$ cat src/design/rfbcmd_pkg.sv
// Types and constants of the RFB client message deframer.
package rfbcmd_pkg;

    // Framing phases.
    typedef enum logic [2:0] {
        PH_HANDSHAKE  = 3'd0,
        PH_IDLE       = 3'd1,
        PH_HDR_COUNT  = 3'd2,
        PH_HDR_LENGTH = 3'd3,
        PH_BODY       = 3'd4
    } phase_t;

    // Event codes reported on event_kind.
    localparam logic [1:0] EV_HANDSHAKE = 2'd0;
    localparam logic [1:0] EV_ENDED     = 2'd1;
    localparam logic [1:0] EV_FRAME     = 2'd2;
    localparam logic [1:0] EV_ERROR     = 2'd3;

    // Client message type bytes.
    localparam logic [7:0] MSG_SET_PIXEL_FORMAT = 8'd0;
    localparam logic [7:0] MSG_SET_ENCODINGS    = 8'd2;
    localparam logic [7:0] MSG_FB_UPDATE_REQ    = 8'd3;
    localparam logic [7:0] MSG_KEY_EVENT        = 8'd4;
    localparam logic [7:0] MSG_POINTER_EVENT    = 8'd5;
    localparam logic [7:0] MSG_CUT_TEXT         = 8'd6;

    // Byte counts that follow each type byte, and of the handshake.
    localparam logic [31:0] LEN_SET_PIXEL_FORMAT = 32'd19;
    localparam logic [31:0] LEN_FB_UPDATE_REQ    = 32'd9;
    localparam logic [31:0] LEN_KEY_EVENT        = 32'd7;
    localparam logic [31:0] LEN_POINTER_EVENT    = 32'd5;
    localparam logic [31:0] LEN_ENCODINGS_HDR    = 32'd3;
    localparam logic [31:0] LEN_CUT_TEXT_HDR     = 32'd7;
    localparam logic [31:0] VERSION_BYTES        = 32'd12;
    localparam logic [31:0] HANDSHAKE_BYTES      = VERSION_BYTES + 32'd1;

    // One result beat travelling from the parser to the output stage.
    typedef struct packed {
        logic       valid;
        logic [1:0] kind;
        logic [7:0] mtype;
    } result_t;

endpackage

$ cat src/design/rfbcmd_in_stage.sv
// Input register stage of the deframer.
module rfbcmd_in_stage (
    input  logic       clk,
    input  logic       rst_n,
    input  logic       byte_valid,
    input  logic [7:0] data_byte,
    output logic       byte_stall,
    input  logic       take,
    output logic       held_valid,
    output logic [7:0] held_byte
);

    logic       valid_reg;
    logic [7:0] byte_reg;
    logic       accept;

    // The held byte moves on whenever the downstream side has room.
    assign byte_stall = valid_reg && !take;
    assign accept     = byte_valid && !byte_stall;
    assign held_valid = valid_reg;
    assign held_byte  = byte_reg;

    always_ff @(posedge clk or negedge rst_n)
    begin
        if (!rst_n)
        begin
            valid_reg <= 1'b0;
        end
        else if (accept)
        begin
            valid_reg <= 1'b1;
        end
        else if (take)
        begin
            valid_reg <= 1'b0;
        end
    end

    always_ff @(posedge clk)
    begin
        if (accept)
        begin
            byte_reg <= data_byte;
        end
    end

endmodule

$ cat src/design/rfbcmd_parser.sv
// Framing state and next-state logic of the deframer.
module rfbcmd_parser (
    input  logic               clk,
    input  logic               rst_n,
    input  logic               step,
    input  logic [7:0]         data,
    output rfbcmd_pkg::result_t result
);
    import rfbcmd_pkg::*;

    phase_t      phase_reg, phase_next;
    logic [31:0] remaining_reg, remaining_next;
    logic [7:0]  type_reg, type_next;
    logic [31:0] gather_reg, gather_next;
    logic        halted_reg, halted_next;
    logic [31:0] remaining_dec;
    logic [31:0] gathered;
    logic [31:0] body_len;
    result_t     res;

    always_ff @(posedge clk or negedge rst_n)
    begin
        if (!rst_n)
        begin
            phase_reg     <= PH_HANDSHAKE;
            remaining_reg <= HANDSHAKE_BYTES;
            type_reg      <= '0;
            gather_reg    <= '0;
            halted_reg    <= 1'b0;
        end
        else
        begin
            phase_reg     <= phase_next;
            remaining_reg <= remaining_next;
            type_reg      <= type_next;
            gather_reg    <= gather_next;
            halted_reg    <= halted_next;
        end
    end

    always_comb
    begin
        phase_next     = phase_reg;
        remaining_next = remaining_reg;
        type_next      = type_reg;
        gather_next    = gather_reg;
        halted_next    = halted_reg;
        res            = '0;

        remaining_dec = (remaining_reg != '0) ? remaining_reg - 32'd1 : '0;
        gathered      = {gather_reg[23:0], data};
        if (phase_reg == PH_HDR_COUNT)
        begin
            body_len = {14'd0, gathered[15:0], 2'b00};
        end
        else
        begin
            body_len = gathered;
        end

        if (step && !halted_reg)
        begin
            case (phase_reg)
                PH_HANDSHAKE:
                begin
                    remaining_next = remaining_dec;
                    if (remaining_dec == '0)
                    begin
                        phase_next = PH_IDLE;
                        res        = '{valid: 1'b1, kind: EV_HANDSHAKE, mtype: 8'd0};
                    end
                end
                PH_IDLE:
                begin
                    type_next   = data;
                    gather_next = '0;
                    case (data)
                        MSG_SET_PIXEL_FORMAT:
                        begin
                            remaining_next = LEN_SET_PIXEL_FORMAT;
                            phase_next     = PH_BODY;
                        end
                        MSG_FB_UPDATE_REQ:
                        begin
                            remaining_next = LEN_FB_UPDATE_REQ;
                            phase_next     = PH_BODY;
                        end
                        MSG_KEY_EVENT:
                        begin
                            remaining_next = LEN_KEY_EVENT;
                            phase_next     = PH_BODY;
                        end
                        MSG_POINTER_EVENT:
                        begin
                            remaining_next = LEN_POINTER_EVENT;
                            phase_next     = PH_BODY;
                        end
                        MSG_SET_ENCODINGS:
                        begin
                            remaining_next = LEN_ENCODINGS_HDR;
                            phase_next     = PH_HDR_COUNT;
                        end
                        MSG_CUT_TEXT:
                        begin
                            remaining_next = LEN_CUT_TEXT_HDR;
                            phase_next     = PH_HDR_LENGTH;
                        end
                        default:
                        begin
                            halted_next = 1'b1;
                            res         = '{valid: 1'b1, kind: EV_ERROR, mtype: data};
                        end
                    endcase
                end
                PH_HDR_COUNT, PH_HDR_LENGTH:
                begin
                    gather_next    = gathered;
                    remaining_next = remaining_dec;
                    if (remaining_dec == '0)
                    begin
                        if (body_len == '0)
                        begin
                            // Empty payload: the message ends on its last header byte.
                            phase_next     = PH_IDLE;
                            remaining_next = '0;
                            res.valid      = 1'b1;
                            res.kind       = (type_reg == MSG_FB_UPDATE_REQ) ? EV_FRAME
                                                                             : EV_ENDED;
                            res.mtype      = type_reg;
                        end
                        else
                        begin
                            remaining_next = body_len;
                            phase_next     = PH_BODY;
                        end
                    end
                end
                PH_BODY:
                begin
                    remaining_next = remaining_dec;
                    if (remaining_dec == '0)
                    begin
                        phase_next = PH_IDLE;
                        res.valid  = 1'b1;
                        res.kind   = (type_reg == MSG_FB_UPDATE_REQ) ? EV_FRAME : EV_ENDED;
                        res.mtype  = type_reg;
                    end
                end
                default:
                begin
                    phase_next = PH_IDLE;
                end
            endcase
        end
    end

    assign result = res;

endmodule

$ cat src/design/rfbcmd_out_skid.sv
// Output register with a skid entry for the deframer's events.
module rfbcmd_out_skid (
    input  logic               clk,
    input  logic               rst_n,
    input  rfbcmd_pkg::result_t push,
    output logic               ready,
    output logic               event_valid,
    input  logic               event_stall,
    output logic [1:0]         event_kind,
    output logic [7:0]         message_type
);
    import rfbcmd_pkg::*;

    logic       main_valid_reg;
    logic [1:0] main_kind_reg;
    logic [7:0] main_type_reg;
    logic       skid_valid_reg;
    logic [1:0] skid_kind_reg;
    logic [7:0] skid_type_reg;
    logic       pop;

    // Ready comes straight from a register, so the stall never ripples upstream.
    assign ready        = !skid_valid_reg;
    assign pop          = main_valid_reg && !event_stall;
    assign event_valid  = main_valid_reg;
    assign event_kind   = main_kind_reg;
    assign message_type = main_type_reg;

    always_ff @(posedge clk or negedge rst_n)
    begin
        if (!rst_n)
        begin
            main_valid_reg <= 1'b0;
            skid_valid_reg <= 1'b0;
        end
        else if (pop)
        begin
            main_valid_reg <= skid_valid_reg || push.valid;
            skid_valid_reg <= 1'b0;
        end
        else if (push.valid)
        begin
            if (main_valid_reg)
            begin
                skid_valid_reg <= 1'b1;
            end
            else
            begin
                main_valid_reg <= 1'b1;
            end
        end
    end

    always_ff @(posedge clk)
    begin
        if (pop)
        begin
            if (skid_valid_reg)
            begin
                main_kind_reg <= skid_kind_reg;
                main_type_reg <= skid_type_reg;
            end
            else
            begin
                main_kind_reg <= push.kind;
                main_type_reg <= push.mtype;
            end
        end
        else if (push.valid)
        begin
            if (main_valid_reg)
            begin
                skid_kind_reg <= push.kind;
                skid_type_reg <= push.mtype;
            end
            else
            begin
                main_kind_reg <= push.kind;
                main_type_reg <= push.mtype;
            end
        end
    end

endmodule

$ cat src/design/rfb_client_message_deframer.sv
// Top level of the RFB 3.3 client-to-server message deframer.
// This block watches the byte stream that a client sends to an RFB 3.3 server,
// one byte per beat on data_byte. The first thirteen bytes (the 12-byte version
// string and the shared flag) make up the handshake, and the byte that ends it
// raises a handshake event with message_type zero. After that the stream is cut
// into client messages by their type byte: types 0, 3, 4 and 5 have fixed
// lengths, type 2 carries a big-endian 16-bit count of 4-byte entries, and
// type 6 carries a big-endian 32-bit length. Each message raises one event on
// the byte that ends it, a frame update event for type 3 and a message ended
// event for the others; a zero count or zero length ends the message on its last
// header byte. An unknown type byte raises one error event carrying that byte,
// and the block then swallows every byte without events until reset.
// The block takes one byte per clock cycle with no gaps while the skid entry
// of the output register is empty, since each byte is framed in a single
// pass of short logic. A byte is held in an input register, passes through
// the framing logic once the output stage has room, and its event (if any) is
// loaded into the output register or its skid entry. The output register
// has a skid entry, so an event stall on its own does not hold off the byte
// side. Only when a second event arrives while the first one waits does the skid
// entry fill, and the byte side is then held off until the cycle in which the
// waiting event is taken, that cycle included.
module rfb_client_message_deframer (
    input  logic       clk,
    input  logic       rst_n,
    input  logic       byte_valid,
    output logic       byte_stall,
    input  logic [7:0] data_byte,
    output logic       event_valid,
    input  logic       event_stall,
    output logic [1:0] event_kind,
    output logic [7:0] message_type
);
    import rfbcmd_pkg::*;

    logic       held_valid;
    logic [7:0] held_byte;
    logic       out_ready;
    logic       step;
    result_t    parsed;

    // A held byte is framed in the cycle that the output stage has room for
    // whatever event it might raise.
    assign step = held_valid && out_ready;

    rfbcmd_in_stage u_in_stage (
        .clk        (clk),
        .rst_n      (rst_n),
        .byte_valid (byte_valid),
        .data_byte  (data_byte),
        .byte_stall (byte_stall),
        .take       (out_ready),
        .held_valid (held_valid),
        .held_byte  (held_byte)
    );

    // The framing state advances once for every byte that is stepped through, until it halts.
    rfbcmd_parser u_parser (
        .clk    (clk),
        .rst_n  (rst_n),
        .step   (step),
        .data   (held_byte),
        .result (parsed)
    );

    // Events land in the output register, or in its skid entry while stalled.
    rfbcmd_out_skid u_out_skid (
        .clk          (clk),
        .rst_n        (rst_n),
        .push         (parsed),
        .ready        (out_ready),
        .event_valid  (event_valid),
        .event_stall  (event_stall),
        .event_kind   (event_kind),
        .message_type (message_type)
    );

endmodule

$ cat config.mk
export PLATFORM = sky130hd
export DESIGN_NAME = rfb_client_message_deframer
export DESIGN_NICKNAME = d
export VERILOG_FILES = /design/src/design/rfbcmd_pkg.sv /design/src/design/rfbcmd_in_stage.sv /design/src/design/rfbcmd_parser.sv /design/src/design/rfbcmd_out_skid.sv /design/src/design/rfb_client_message_deframer.sv
export SDC_FILE = /design/constraint.sdc
export NUM_CORES = 1
export LEC_CHECK = 0
export ABC_AREA = 1
export BUFFER_PORTS_ARGS = -buffer_cell sky130_fd_sc_hd__buf_2
export CELL_PAD_IN_SITES_DETAIL_PLACEMENT = 2
export CELL_PAD_IN_SITES_GLOBAL_PLACEMENT = 2
export CORE_MARGIN = 2
export CORE_UTILIZATION = 38
export DETAILED_ROUTE_END_ITERATION = 12
export PLACE_DENSITY_LB_ADDON = 0.08
export SLEW_MARGIN = 20
export SYNTH_ARGS = -nofsm -noshare
export SYNTH_HDL_FRONTEND = slang
export SYNTH_HIERARCHICAL = 1
export SYNTH_SLANG_ARGS = --single-unit
$ cat constraint.sdc
create_clock -name clk -period 7.9 [get_ports clk]
set_clock_uncertainty 0.05 [all_clocks]
set_input_delay 1.185 -clock clk [delete_from_list [all_inputs] [get_ports clk]]
set_output_delay 1.185 -clock clk [all_outputs]
set_load 0.03 [all_outputs]
# Yosys cells after proc, flatten, opt, wreduce, memory -nomap -nowiden
# Index checks and enable logic that the tools add are counted.
[classes]
n_eq_ne = 16
bitwise = 2
n_mux = 35
add_sub_neg = 1
n_reduce_logical = 32
[op_table]
columns = ["cell", "count"]
rows = [
  ["32-bit one-hot mux with 5 select lines", 1],
  ["32-bit 2-to-1 mux", 4],
  ["32-bit one-hot mux with 3 select lines", 1],
  ["11-bit 2-to-1 mux", 6],
  ["32-bit logical NOT", 2],
  ["24-bit one-hot mux with 2 select lines", 1],
  ["11-bit one-hot mux with 4 select lines", 1],
  ["8-bit 2-to-1 mux", 4],
  ["32-bit nonzero test", 1],
  ["32-bit by 1-bit subtractor with 32-bit output, second input constant", 1],
  ["8-bit by 2-bit equality test with 1-bit output, second input constant", 3],
  ["8-bit by 3-bit equality test with 1-bit output, second input constant", 3],
  ["3-bit one-hot mux with 3 select lines", 2],
  ["2-bit 2-to-1 mux", 5],
  ["3-bit 2-to-1 mux", 3],
  ["3-bit AND reduction", 3],
  ["8-bit logical NOT", 1],
  ["2-bit AND reduction", 4],
  ["1-bit 2-to-1 mux", 7],
  ["3-bit by 2-bit equality test with 1-bit output, second input constant", 2],
  ["6-bit by 2-bit != test with 1-bit output, second input constant", 1],
  ["2-bit nonzero test", 3],
  ["2-bit OR reduction", 3],
  ["6-bit OR reduction", 1],
  ["13 further kinds", 23],
]
[word_totals]
out_inout_bits = 12
inputBits = 12
reg_bits = 99
word_cells = 99

# Longest topological paths before layout
# Gate-level depths: netlist (run 1).
[logic_depth]
ltp_word = 10
ltp_mapped = 21
ltp_nobuf = 21

# By module
# The synthesis (run 1) kept the hierarchy.
[by_module_without_submodules]
columns = ["module", "area_each_um2", "n_inst", "seq_area_each_um2", "cells_per_inst"]
rows = [
  ["rfbcmd_parser", 5765.5, 1, 1705.4, 987],
  ["rfbcmd_out_skid", 880.8, 1, 650.6, 69],
  ["rfbcmd_in_stage", 297.8, 1, 265.3, 15],
  ["rfb_client_message_deframer", 7.5, 1, 0.0, 2],
]

# Worst setup path before layout (run 1)
# OpenSTA, ideal clock, no wires.
[synth_path]
kind = "register to register"
start = "reg u_parser.remaining_reg[0]"
end = "reg u_out_skid.main_kind_reg[0], in the netlist u_out_skid/event_kind[0] (enable)"
required_ns = 7.459
period_less_slack_ns = 3.505
n_path_buf = 0
arrival_ns = 3.064
setup_slack_ns = 4.395
setup_ns = 0.391
path_stages_with_launch = 17
path_cell_list = "dfstp_2 > inv_1 > ha_1 > nand2_2 > xor2_1 > inv_1 > o21ai_0 > nand3_1 > nor2_1 > nand2_1 > nor2_1 > nand2_1 > nor2_4 > o21ai_1 > nand2_1 > inv_1 > o21ai_0"
[synth_rtl]
columns = ["element", "line_no", "text"]
rows = [
  ["start: declaration", "rfbcmd_parser.sv:12", "logic [31:0] remaining_reg, remaining_next;"],
  ["start signal: assignment", "rfbcmd_parser.sv:34", "remaining_reg <= remaining_next;"],
  ["end signal: assignment", "rfbcmd_out_skid.sv:60", "main_kind_reg <= skid_kind_reg;"],
  ["end signal: assignment", "rfbcmd_out_skid.sv:65", "main_kind_reg <= push.kind;"],
  ["end signal: assignment", "rfbcmd_out_skid.sv:78", "main_kind_reg <= push.kind;"],
  ["end: declaration", "rfbcmd_out_skid.sv:15", "logic [1:0] main_kind_reg;"],
]

==> metrics.yaml, run 1 <==
critical_path:
  worst_path_most_repeated_cell: "nand2_1"
  worst-path-buf-inv: 2
  reg2reg_slack_ns: 3.30
  cp.required_ns: 7.84
  crit_chain: "nor2_1 > nand2_1 > nor2_4 > nand2_1 > nor2_1 > inv_1 > nand3_1 > nand2_1 > nor2_1 > nand2_1 > nor2_1 > nand2_1 > nor2_4 > o21ai_1 > nand2_1 > inv_1 > nor2_1"
  crit_end: "u_out_skid/skid_type_reg[1]"
  endpoint_kind: "register"
  crit_type: "reg -> reg"
  r2r_start: "u_parser/remaining_reg[14]"
  startpoint: "u_parser/remaining_reg[14]"
  worstPathArrival_ns: 4.54
  cp_slowest_cell: "nor2_1"
  crit_family: "simple AND/OR/NAND/NOR gates"
  critPathMaxStageDelay_ns: 0.71
  r2r_end: "u_out_skid/skid_type_reg[1]"
  cp-start-kind: "register"
  ff2ff_path_depth: 17
  cp.depth: 17
  crit_path_max_fanout: 11
floorplanning:
  die_h_um: 139
  io_pins: 24
  placementRows: 49
  die_area_mm2: 0.0194
  core_area_mm2: 0.0180
  initial_utilization_pct: 38.7
  die_x_um: 139
timing:
  fin_ws_ns: 3.30
  min_period_ns: 4.60
  hold_viol: 0
  relSlewSlack_pct: 38.9
  final-setup-viol-count: 0
  fmax_ghz: 0.217
  grt_setup_unrepaired: "no"
  worst_pin_slew_ns: 0.913
  setup_tns_ns: 0
  post-route-period-util_pct: 58.3
  slew_violations: 0
cells_and_area:
  final_core_util_pct: 41.7
  largest_reg_flops: 32
  fin_area_mm2: 0.00749
  area_growth_pct: 7.69
  diodes: 0
  final_common_cell: "nand2_1"
  final_net_count: 1085
  nFillCells: 2261
  drive_gt1_share_pct: 7.43
  final_cell_mix: "nand2_1, nor2_1, nand3_1, inv_1, dfrtp_1"
yosys:
  syn_inst: 1073
  yosysTopAreaCell: "dfrtp_1"
  synth_enable_flop_cells: 28
  synth.distinct_cells: 41
  synthTopCellsByArea: "dfrtp_1, nand2_1, edfxtp_1"
  syn_area_per_cell_um2: 6.48
  async_flop_share_pct: 71.7
  synth_area_mm2: 0.00695
  synth.top_cell.area_share_pct: 24.5
  syn-num-nets: 1087
  yosysWarnings: 6
  synthFlopType: "dfrtp_1"
  yosys_register_bits: 99
  ys_seq_area_share_pct: 37.7
route:
  routed_wl_um: 27700
  dr.pass1.iters: 5
  post-route-drc-count: 0
  routedWlPerCell_um: 21.2
  vias: 7188
  vias_per_cell: 5.51
  ant_nets: 0
  drt_iter0_markers: 323
clocking:
  clock_path_buffers: 2
  clockRootBuffer: "clkbuf_16"
  cts_tree: "done"
  cts_max_level: 3
  cts_buffers: 9
  cts_resized: 0
  cts_hold_buf: 0
  cts.sinks: 99
  clkTransAtPathRegs_ns: 0.08
  cts_setup_buffers: 0
  clk_latency_ns: 0.37
global_route:
  grt.total_usage_pct: 29.8
  grt_overflow_total: 0
  antenna_found_initial: 0
  first_global_vias: 7851
  grt_pass1_wl_um: 45100
  grt_max_degree: 57
placement:
  dp_hpwl_um: 20700
  place_congestion: 0.844
  place_ws_ns: 3.41
  dpl_cell_area_mm2: 0.00718
  port-buffer-count: 23
job:
  max-cap-violations: 0
pwr:
  irDropWorstVdd_uv: 257
  cellLeakagePower_nw: 3.89
  total_power_w: 0.00295
  powerDensity_mw_per_mm2: 394
run_status:
  status: "finished, final reports clean"
min_path:
  hp-class: "reg -> reg"
## Yosys cell counts (6+ instances only)
cell type  count
buf_2         12
nand3_1      125
nand2_1      372
nor2_1       134
dfrtp_1       68
nand4_1       47
edfxtp_1      28
inv_1        112
a21oi_1       22
xor2_1         6
nor3_1         7
buf_6          7
clkbuf_1      18
o21ai_0       55
## metrics by stage
| stage | std cells | hold slack, ns |
|---|---|---|
| finish | 1305 | 0.433 |
| global route | 1305 | 0.455 |
| CTS | 1305 | 0.436 |
| detailed placement | 1289 | 0.415 |
| global placement | 1289 | 0.394 |
| floorplan | 1073 | 0.378 |
## worst min-delay path by stage
stage | startpoint | end | slack (ns) | depth (start not counted)
2_1_floorplan | u_parser/halted_reg | u_parser/halted_reg | 0.38 | 2
3_3_place_gp | u_parser/halted_reg | u_parser/halted_reg | 0.39 | 2
3_5_place_dp | u_parser/halted_reg | u_parser/halted_reg | 0.41 | 2
4_1_cts | u_parser/halted_reg | u_parser/halted_reg | 0.44 | 2
5_1_grt | u_parser/halted_reg | u_parser/halted_reg | 0.46 | 2
6_report | u_parser/halted_reg | u_parser/halted_reg | 0.43 | 2
## layer usage
layer	share of wire (%)	wire length, µm	GRT usage [%]
met1	46	12800	39.8
met2	48	13300	49.8
met3	2.5	697	3.75
met4	3.2	893	10.7
met5	0	0	0
## report_power, final
part | switching, W | internal [W]
Sequential | 0.000121 | 0.000631
Clock | 0.000243 | 0.000226
Combinational | 0.00127 | 0.000460
## cells by family (layout without fill, tap and decap cells)
kind of cell / after synthesis / in the layout / share of synthesized area [%]
compound gates: 95 / 95 / 7.38
flops: 99 / 99 / 37.7
buf+inv: 161 / 164 / 9.83
fa+ha+maj: 2 / 2 / 0.360
xor+xnor: 6 / 6 / 0.756
simple gates: 710 / 710 / 44.0
## tightest hold or removal path: cells and delay by family (launching register included)
| family | cells | cell delay, ns |
|---|---|---|
| buf+inv | 1 | 0.05 |
| compound gates | 1 | 0.06 |
| flops | 1 | 0.34 |
## cell type report
class / instances / area (µm²) / area share, %
repair buffers: 30 / 170 / 2.27
flip-flops and latches: 99 / 2620 / 35.0
inverters: 118 / 443 / 5.92
clock inverters: 7 / 77.6 / 1.04
multi-input cells: 813 / 3660 / 48.9
clock buffers: 9 / 225 / 3.01
well taps: 229 / 287 / 3.83
Power figures use the tool's default switching activity.
==> run 2: changes to the inputs <==
--- a/config.mk
+++ b/config.mk
@@ -10,7 +10,7 @@
 export CELL_PAD_IN_SITES_DETAIL_PLACEMENT = 2
 export CELL_PAD_IN_SITES_GLOBAL_PLACEMENT = 2
 export CORE_MARGIN = 2
-export CORE_UTILIZATION = 38
+export CORE_UTILIZATION = 32
 export DETAILED_ROUTE_END_ITERATION = 12
 export PLACE_DENSITY_LB_ADDON = 0.08
 export SLEW_MARGIN = 20
==> constraint.sdc (replaced) <==
create_clock -name clk -period 3.75 [get_ports clk]
set_clock_uncertainty 0.05 [all_clocks]
set_input_delay 0.5625 -clock clk [delete_from_list [all_inputs] [get_ports clk]]
set_output_delay 0.5625 -clock clk [all_outputs]
set_load 0.03 [all_outputs]
==> metrics.yaml, run 2 (synthesis gave the netlist of run 1 again) <==
cells_and_area:
  drive_gt1_share_pct: 10.2  # +2.7 points
  fin_area_mm2: 0.00780  # +4.2%
  nFillCells: 2649  # +17%
  final_cell_mix: "nand2_1, nor2_1, nand3_1, inv_1, dfrtp_1"
  largest_reg_flops: 32  # unchanged
  final_core_util_pct: 36.9  # -4.8 points
  final_common_cell: "nand2_1"
  diodes: 0  # unchanged
  area_growth_pct: 12.2
  final_net_count: 1110  # +2.3%
  instances_no_fill: 1376  # +5.4%
global_route:
  grt_pass1_wl_um: 44600  # -1.1%
  antenna_found_initial: 0  # unchanged
  grt_overflow_total: 0  # unchanged
  grt_max_degree: 72  # +26%
  first_global_vias: 7477  # -4.8%
  grt.total_usage_pct: 25.9  # -4.0 points
route:
  ant_nets: 0  # unchanged
  dr.pass1.iters: 4  # -1
  routedWlPerCell_um: 20.9  # -1.4%
  vias_per_cell: 5.28  # -4.2%
  routed_wl_um: 28800  # +4.0%
  drt_iter0_markers: 371  # +15%
  vias: 7261  # +1.0%
  post-route-drc-count: 0  # unchanged
critical_path:
  cp.required_ns: 3.76  # -4.08 ns
  reg2reg_slack_ns: 0.23  # -3.07 ns
  cp-start-kind: "register"
  ff2ff_path_depth: 20  # +3
  r2r_end: "u_out_skid/message_type[5]"
  endpoint_kind: "register"
  crit_path_max_fanout: 6  # -5
  r2r_start: "u_parser/remaining_reg[0]"
  worstPathArrival_ns: 3.54  # -1.00 ns
  crit_type: "reg -> reg"
placement:
  place_congestion: 0.883  # +4.6%
  placed_cells_incl_taps: 1357  # +5.3%
  dp_hpwl_um: 21400  # +3.5%
  port-buffer-count: 23  # unchanged
  dpl_cell_area_mm2: 0.00742  # +3.3%
timing:
  hold_viol: 0  # unchanged
  final-setup-viol-count: 0  # unchanged
  setup_tns_ns: 0  # unchanged
  fmax_ghz: 0.284  # +31%
  worst_pin_slew_ns: 0.736  # -0.177 ns
  slew_violations: 0  # unchanged
  post-route-period-util_pct: 94.0  # +36 points
  relSlewSlack_pct: 50.9  # +12 points
  min_period_ns: 3.52  # -1.08 ns
clocking:
  cts_tree: "done"
  cts_max_level: 3  # unchanged
  cts_buffers: 9  # unchanged
  cts.sinks: 99  # unchanged
  clockRootBuffer: "clkbuf_16"
  clkTransAtPathRegs_ns: 0.08  # about the same
  clk_latency_ns: 0.35  # -0.02 ns
  clock_path_buffers: 2  # unchanged
pwr:
  total_power_w: 0.00652  # +120%
  cellLeakagePower_nw: 4.03  # +3.7%
  irDropWorstVdd_uv: 393  # +53%
  powerDensity_mw_per_mm2: 836  # +110%
job:
  max-cap-violations: 0  # unchanged
floorplanning:
  core_area_mm2: 0.0212  # +18%
  die_x_um: 151  # +8.7%
  io_pins: 24  # unchanged
  placementRows: 53  # +8.2%
  initial_utilization_pct: 32.9  # -5.8 points
  die_area_mm2: 0.0229  # +18%
  die_h_um: 151  # +8.7%
min_path:
  hp-class: "in -> async"
run_status:
  status: "finished, final reports clean"
[run 2: cell types whose count changed in the layout (fill, tap and decap cells not counted), sizes merged]
cell,before,now
buf,30,55
bufinv,0,1
clkbuf,9,11
clkinv,4,3
clkinvlp,0,2
inv,121,117
[run 2: report_power, final]
group          switching, W  leakage, nW  internal (W)
registers          0.000252         1.21       0.00133
clock network      0.000474        0.149      0.000562
logic               0.00280         2.67       0.00110
[run 2: worst max-delay path: stages, from the launching register on]
cell	delay [ns]
dfstp_2	0.56
clkinvlp_4	0.17
ha_2	0.26
nand2_4	0.14
nor2_4	0.06
nand2_1	0.13
inv_1	0.09
nand2_1	0.07
nand2_1	0.10
nand3_1	0.15
nand2_1	0.11
nor2_1	0.15
nand2_1	0.09
nor2_2	0.14
nand2_1	0.11
nor2_4	0.13
o21ai_1	0.09
nand2_1	0.13
inv_1	0.08
o21ai_2	0.18
buf_2	0.22
[run 2: layout make-up]
type | count | area (µm²) | area share [%]
Multi-Input combinational cell | 813 | 3700 | 47.5
Clock inverter | 5 | 58.8 | 0.754
Clock buffer | 11 | 254 | 3.26
Sequential cell | 99 | 2620 | 33.6
Tap cell | 275 | 344 | 4.41
Inverter | 118 | 447 | 5.73
Timing Repair Buffer | 55 | 372 | 4.77
[run 2: worst max-delay path by stage]
stage                                           from                         end  slack [ns]  depth (start not counted)
after floorplan            u_parser/remaining_reg[0]    u_out_skid/event_kind[0]        0.25                         16
after global placement     u_parser/remaining_reg[0]  u_out_skid/message_type[1]        0.22                         17
after detailed placement  u_parser/remaining_reg[19]  u_out_skid/message_type[1]        0.11                         19
after CTS                 u_parser/remaining_reg[19]    u_out_skid/event_kind[0]        0.04                         19
after global routing       u_parser/remaining_reg[0]  u_out_skid/message_type[2]       -0.03                         20
final                      u_parser/remaining_reg[0]  u_out_skid/message_type[5]        0.23                         20
[run 2: what timing repair did]
item	4_1_cts	5_1_grt
hold buffers	0	0
setup endpoints to repair	0	30
setup buffers	0	2
resized for setup	0	13
[run 2: routing by layer]
metal	vias up	global-route usage, %	wire [µm]
li1	3495	-	-
met1	3648	39.1	14700
met2	103	40.4	13100
met3	15	2.65	737
met4	0	4.02	210
met5	-	0	0
[run 2: stage by stage]
stage	worst slack, ns	hold slack [ns]
after floorplan	0.245	0.217
after global placement	0.221	0.394
after detailed placement	0.108	0.425
after CTS	0.0358	0.321
after global routing	-0.0324	0.252
final	0.225	0.201
